[config.mk]
export PLATFORM = sky130hd
export DESIGN_NAME = kgfq_ctrl
export DESIGN_NICKNAME = d
export VERILOG_FILES = /design/src/sv/kgfq_pkg.sv /design/src/sv/kgfq_ctrl.sv
export SDC_FILE = /design/constraint.sdc
export NUM_CORES = 1
export LEC_CHECK = 0
export BUFFER_PORTS_ARGS = -buffer_cell sky130_fd_sc_hd__clkbuf_2
export CORE_AREA = 2 2 39 41
export DETAILED_ROUTE_END_ITERATION = 7
export DIE_AREA = 0 0 41 43
export PLACE_DENSITY = 0.7
export SETUP_SLACK_MARGIN = 0.05
export SYNTH_ARGS = -nofsm -noshare
export SYNTH_HDL_FRONTEND = slang
export SYNTH_SLANG_ARGS = --single-unit
[constraint.sdc]
create_clock -name clock -period 4.1 [get_ports clock]
set_input_delay 0 -clock clock [delete_from_list [all_inputs] [get_ports clock]]
set_output_delay 0 -clock clock [all_outputs]
set_load 0.01 [all_outputs]
[src/sv/kgfq_pkg.sv]
// Package for the grouped FIFO queue: defaults, codes, states and control types.
package kgfq_pkg;

   localparam int ENTRIES_DEFAULT = 1024;
   localparam int GROUPS_DEFAULT  = 256;
   localparam int KEY_W           = 32;
   localparam int SEQ_W           = 32;
   localparam int STATUS_W        = 2;

   // Result status codes
   localparam logic [STATUS_W-1:0] RSP_ACCEPTED = 2'd0;
   localparam logic [STATUS_W-1:0] RSP_SERVED   = 2'd1;
   localparam logic [STATUS_W-1:0] RSP_EMPTY    = 2'd2;
   localparam logic [STATUS_W-1:0] RSP_DROPPED  = 2'd3;

   // Request mode codes
   localparam logic MODE_ARRIVE = 1'b0;
   localparam logic MODE_SERVE  = 1'b1;

   typedef enum logic [3:0] {
      ST_IDLE,
      ST_DECIDE,
      ST_SCAN_RD,
      ST_SCAN_CMP,
      ST_NOMATCH,
      ST_JOIN_RD,
      ST_JOIN_LINK,
      ST_JOIN_TAIL,
      ST_NEW,
      ST_SRV_RD,
      ST_SRV_POP,
      ST_RESP
   } state_type;

   typedef enum logic [3:0] {
      OP_NONE,
      OP_CAPTURE,
      OP_SCAN_STEP,
      OP_JOIN_READ,
      OP_JOIN_LINK,
      OP_JOIN_TAIL,
      OP_NEW_GROUP,
      OP_SERVE_READ,
      OP_SERVE_POP,
      OP_RESULT_DROP,
      OP_RESULT_EMPTY
   } op_type;

   typedef struct packed {
      op_type op;
      logic   load_rsp;
   } cmd_type;

   typedef struct packed {
      logic is_serve;
      logic store_full;
      logic empty;
      logic scan_done;
      logic key_match;
      logic group_full;
      logic rsp_free;
   } stat_type;

endpackage

[src/sv/kgfq_ctrl.sv]
// Controller state machine: sequences the scan, link and serve steps of each item.
module kgfq_ctrl (
   input  logic                clock,
   input  logic                reset,
   input  logic                req_valid,
   output logic                req_ready,
   input  kgfq_pkg::stat_type  stat,
   output kgfq_pkg::cmd_type   cmd
);

   kgfq_pkg::state_type state_ff, state_in;

   // Hold the state
   always_ff @(posedge clock) begin
      if (reset) begin
         state_ff <= kgfq_pkg::ST_IDLE;
      end else begin
         state_ff <= state_in;
      end
   end

   // Pick next state and command
   always_comb begin
      state_in     = state_ff;
      cmd.op       = kgfq_pkg::OP_NONE;
      cmd.load_rsp = 1'b0;
      req_ready    = 1'b0;
      unique case (state_ff)
         kgfq_pkg::ST_IDLE: begin
            // Take no item while reset is held
            req_ready = !reset;
            if (req_valid && !reset) begin
               cmd.op   = kgfq_pkg::OP_CAPTURE;
               state_in = kgfq_pkg::ST_DECIDE;
            end
         end
         kgfq_pkg::ST_DECIDE: begin
            if (stat.is_serve) begin
               if (stat.empty) begin
                  cmd.op   = kgfq_pkg::OP_RESULT_EMPTY;
                  state_in = kgfq_pkg::ST_RESP;
               end else begin
                  state_in = kgfq_pkg::ST_SRV_RD;
               end
            end else if (stat.store_full) begin
               cmd.op   = kgfq_pkg::OP_RESULT_DROP;
               state_in = kgfq_pkg::ST_RESP;
            end else begin
               state_in = kgfq_pkg::ST_SCAN_RD;
            end
         end
         kgfq_pkg::ST_SCAN_RD: begin
            state_in = stat.scan_done ? kgfq_pkg::ST_NOMATCH : kgfq_pkg::ST_SCAN_CMP;
         end
         kgfq_pkg::ST_SCAN_CMP: begin
            if (stat.key_match) begin
               state_in = kgfq_pkg::ST_JOIN_RD;
            end else begin
               cmd.op   = kgfq_pkg::OP_SCAN_STEP;
               state_in = kgfq_pkg::ST_SCAN_RD;
            end
         end
         kgfq_pkg::ST_NOMATCH: begin
            if (stat.group_full) begin
               cmd.op   = kgfq_pkg::OP_RESULT_DROP;
               state_in = kgfq_pkg::ST_RESP;
            end else begin
               state_in = kgfq_pkg::ST_NEW;
            end
         end
         kgfq_pkg::ST_JOIN_RD: begin
            cmd.op   = kgfq_pkg::OP_JOIN_READ;
            state_in = kgfq_pkg::ST_JOIN_LINK;
         end
         kgfq_pkg::ST_JOIN_LINK: begin
            cmd.op   = kgfq_pkg::OP_JOIN_LINK;
            state_in = kgfq_pkg::ST_JOIN_TAIL;
         end
         kgfq_pkg::ST_JOIN_TAIL: begin
            cmd.op   = kgfq_pkg::OP_JOIN_TAIL;
            state_in = kgfq_pkg::ST_RESP;
         end
         kgfq_pkg::ST_NEW: begin
            cmd.op   = kgfq_pkg::OP_NEW_GROUP;
            state_in = kgfq_pkg::ST_RESP;
         end
         kgfq_pkg::ST_SRV_RD: begin
            cmd.op   = kgfq_pkg::OP_SERVE_READ;
            state_in = kgfq_pkg::ST_SRV_POP;
         end
         kgfq_pkg::ST_SRV_POP: begin
            cmd.op   = kgfq_pkg::OP_SERVE_POP;
            state_in = kgfq_pkg::ST_RESP;
         end
         kgfq_pkg::ST_RESP: begin
            if (stat.rsp_free) begin
               cmd.load_rsp = 1'b1;
               state_in     = kgfq_pkg::ST_IDLE;
            end
         end
         default: begin
            state_in = kgfq_pkg::ST_IDLE;
         end
      endcase
   end

endmodule

; ---- Word-level counts from Yosys, hierarchy flattened
; Cells that the tools add are included.
[totals]
regBits = 4
in_bits = 10
out_inout_bits = 6
[op_classes]
eq_ne = 13
muxes = 19
reduce_logical = 5
[ops]
columns = operator, count
row1 = one-hot mux 4 bit (10 select lines), 2
row2 = 2-to-1 mux 4 bit, 8
row3 = "== test 4 x 3 -> 1 bit, second input constant", 4
row4 = "== test 4 bit, second input constant", 4
row5 = "== test 4 x 2 -> 1 bit, second input constant", 2
row6 = 2-to-1 mux 2 bit, 3
row7 = 2-to-1 mux 3 bit, 2
row8 = "== test 4 x 1 -> 1 bit, second input constant", 1
row9 = zero test 4 bit, 1
row10 = 2-to-1 mux 1 bit, 4
row11 = "inequality test 2 bit, second input constant", 2
row12 = OR reduction 3 bit, 1
row13 = AND reduction 2 bit, 1
row14 = logical AND 1 bit, 1
row15 = zero test 1 bit, 1

; ---- Logic depth before layout (Yosys ltp)
[logic_depth]
depth_word = 4
depth_mapped = 5
mapped_depth_nobuf = 4

; ---- Worst setup path before layout
; No wires, ideal clock.
[synth_timing]
kind = reg-to-reg
start = register state_ff[3]
end = register state_ff[0]
setup_ns = 0.091
t_arrival_ns = 1.308
path_slack_ns = 2.701
stages_incl_launch_ff = 6
path_buffers = 1
period_less_slack_ns = 1.399
cell_sequence = dfxtp_1 > clkbuf_1 > nand2_1 > or4_1 > a21boi_1 > a311oi_1
[synth_via]
elab_chain_cells = 3
elab_cells_between_ends = 17
cone_classes = eq/ne: 13 / mux: 1 / reduce/logical: 3
[synth_lines]
columns = item, line
row1 = start: declaration, kgfq_ctrl.sv:11  ; kgfq_pkg::state_type state_ff, state_in;
row2 = start signal: assignment, kgfq_ctrl.sv:16  ; state_ff <= kgfq_pkg::ST_IDLE;
row3 = start signal: assignment, kgfq_ctrl.sv:18  ; state_ff <= state_in;
row4 = "== test 4 bit, or another cell as far along", kgfq_ctrl.sv:28  ; unique case (state_ff)
row5 = OR reduction 3 bit (no source line) / inequality test 2 bit (equally long branches), n/a
row6 = one-hot mux 4 bit (10 select lines) / AND reduction 2 bit (equally long branches), n/a
; Several ways; a longest one is shown, not always the timed one.
; A chain may end at the register's enable or synchronous reset.

==> reports/qor.csv <==
metric,value,unit
status,"finished, final reports clean",
total_power,0.3583,mW
ir_drop,319.0,uV
clk_pin_slew,0.04,ns
final_cell_mix,"clkbuf_2 (15), nand2_1 (6), o21ai_0 (6), nor2_1 (6), a21oi_1 (6)",
ys_types,32,
io_buffer_count,15,
die-area,1763,um2
setup-violations-final,0,
clkSinkCount,4,
drv_cap,0,
io_pins,16,
stdcell_area,559.3,um2
area_growth,19.52,%
drc,0,
critPathMaxFanout,16,
largest_reg_flops,4,
cts_made_buffers,3,
p_leak,0.2221,nW
tightest_slew,0.6726,ns
die_w,41,um
drt_iter0_markers,16,
syn_area,467.9,um2
htree_levels,1,
wl_per_cell,11.74,um
arrival,1.85,ns
p_per_area,640.7,nW/um2
path_buf_inv,2,
place_area,536.8,um2
fillers,161,
antenna_found_initial,0,
antenna_left,0,
worstPathRequired,4.10,ns
path_cells,inv_2 > a2111oi_0 > a31oi_1 > o21ai_0 > clkbuf_2,
dr.pass1.iters,5,
cts_resized,0,
grt_pass1_wl,1731,um
post-cts-setup-buffers,0,
synth_edf_count,0,
tns,0,ns
antennaDiodeCount,0,
fin_crit_sh,45.16,%
fin_ws,2.249,ns
fin_crit,1.851,ns
core_region_area,1384,um2
synth_cells,72,
final_net_count,95,
synth_fp_nets,82,
skew,0.009760,ns
syn_area_per_cell,6.499,um2
grt_pass1_vias,384,
clockBufferDepth,2,
grtUsageTotal,14.56,%
dp_slack,2.388,ns
post_route_cells_drive_above_1_share,22.89,%
cpMaxStageDelayCell,dfxtp_1,
root_buffer,clkbuf_4,
hp-class,in -> reg,
start_kind,register,
fmax,540.1,MHz
dp_hpwl,817.5,um
top_register,state_ff,
grt_max_degree,23,
clkLatencyLatePin,0.25,ns
final_cells,99,
wirelength,1162,um
gp_congestion,0.8270,
max_stage_delay,0.63,ns
grt_overflow_total,0,
vias,571,
die_y,43,um
reg_top3,state_ff: 4 flops,
rsz0062_at_grt,no,
yosys_warnings,0,
dp_cells,96,
cp-end-kind,output pin,
drv_slew,0,
synth.yosys.seq_area_share,17.11,%
synth_seq_cells,4,
critPathKind,reg -> out,
async_reset_ff_share,0,%
start_util,33.82,%
cts_tree,done,
num_rows,14,
cts_hold_buf,0,
yosys_most_used_dff,dfxtp_1,
final_common_cell,clkbuf_2,
hold_viol_final,0,
cpLargestDelayFamily,compound AO/OA/AOI/OAI gates,
routed_via_density,5.768,
relSlewSlack,55.10,%
==> through the flow <==
| stage | hold WS (ns) | util (%) |
|---|---|---|
| floorplan | 0.04948 | - |
| global placement | 0.2613 | 38.79 |
| detailed placement | 0.2617 | 38.79 |
| CTS | 0.003123 | 40.42 |
| global route | 0.01163 | 40.42 |
| finish | 0.006139 | 40.42 |
==> cell type report <==
class / instances / area, um2 / area share [%]
Clock buffer: 3 / 22.52 / 4.027
Tap cell: 16 / 20.02 / 3.579
Sequential cell: 4 / 80.08 / 14.32
Multi-Input combinational cell: 58 / 350.3 / 62.64
Inverter: 3 / 11.26 / 2.013
Timing Repair Buffer: 15 / 75.07 / 13.42
==> worst paths after layout <==
| check | start | to | slack, ns | depth (start not counted) |
|---|---|---|---|---|
| worst max-delay path | state_ff[0] | cmd[4] | 2.25 | 5 |
| worst min-delay path | reset | state_ff[0] | 0.006 | 2 |
| worst min register to register | state_ff[3] | state_ff[2] | 0.74 | 1 |
| worst max register to register | state_ff[0] | state_ff[0] | 2.36 | 4 |
==> kinds of logic after synthesis <==
kind of cell	Yosys count	synth area share [%]
AND/OR/NAND/NOR	28	31.82
buffers and inverters	10	8.022
AO/OA/AOI/OAI	29	41.18
XOR/XNOR	1	1.872
flip-flops	4	17.11
==> where the power goes <==
| group | switching [mW] | internal, mW | total, mW |
|---|---|---|---|
| clock | 0.0185 | 0.0329 | 0.0514 |
| sequential | 0.0659 | 0.0535 | 0.119 |
| combinational | 0.0945 | 0.0930 | 0.188 |
| total | 0.179 | 0.179 | 0.358 |
==> metal layers <==
metal  wire length [um]  share of wire [%]  track usage, %  vias to the layer above
li1                   -                  -               -                      291
met4                 12                1.0           4.000                        0
met2                485                 42           17.19                       23
met1                572                 49           22.19                      255
met5                  0                  0               0                        -
met3                 91                7.8           7.853                        2
==> cell usage after synthesis, types with 2 or more instances <==
cell type | count | area, um2
nor3_1 | 2 | 10.01
inv_1 | 2 | 7.510
dfxtp_1 | 4 | 80.08
nand2b_1 | 4 | 25.02
a31oi_1 | 3 | 18.77
a311oi_1 | 2 | 17.52
clkbuf_1 | 7 | 26.28
nor3b_1 | 2 | 15.01
o21ai_0 | 6 | 30.03
nand2_1 | 6 | 22.52
nor2b_1 | 3 | 18.77
nor2_1 | 6 | 22.52
a21oi_1 | 6 | 30.03
Power figures use the tool's default switching activity.
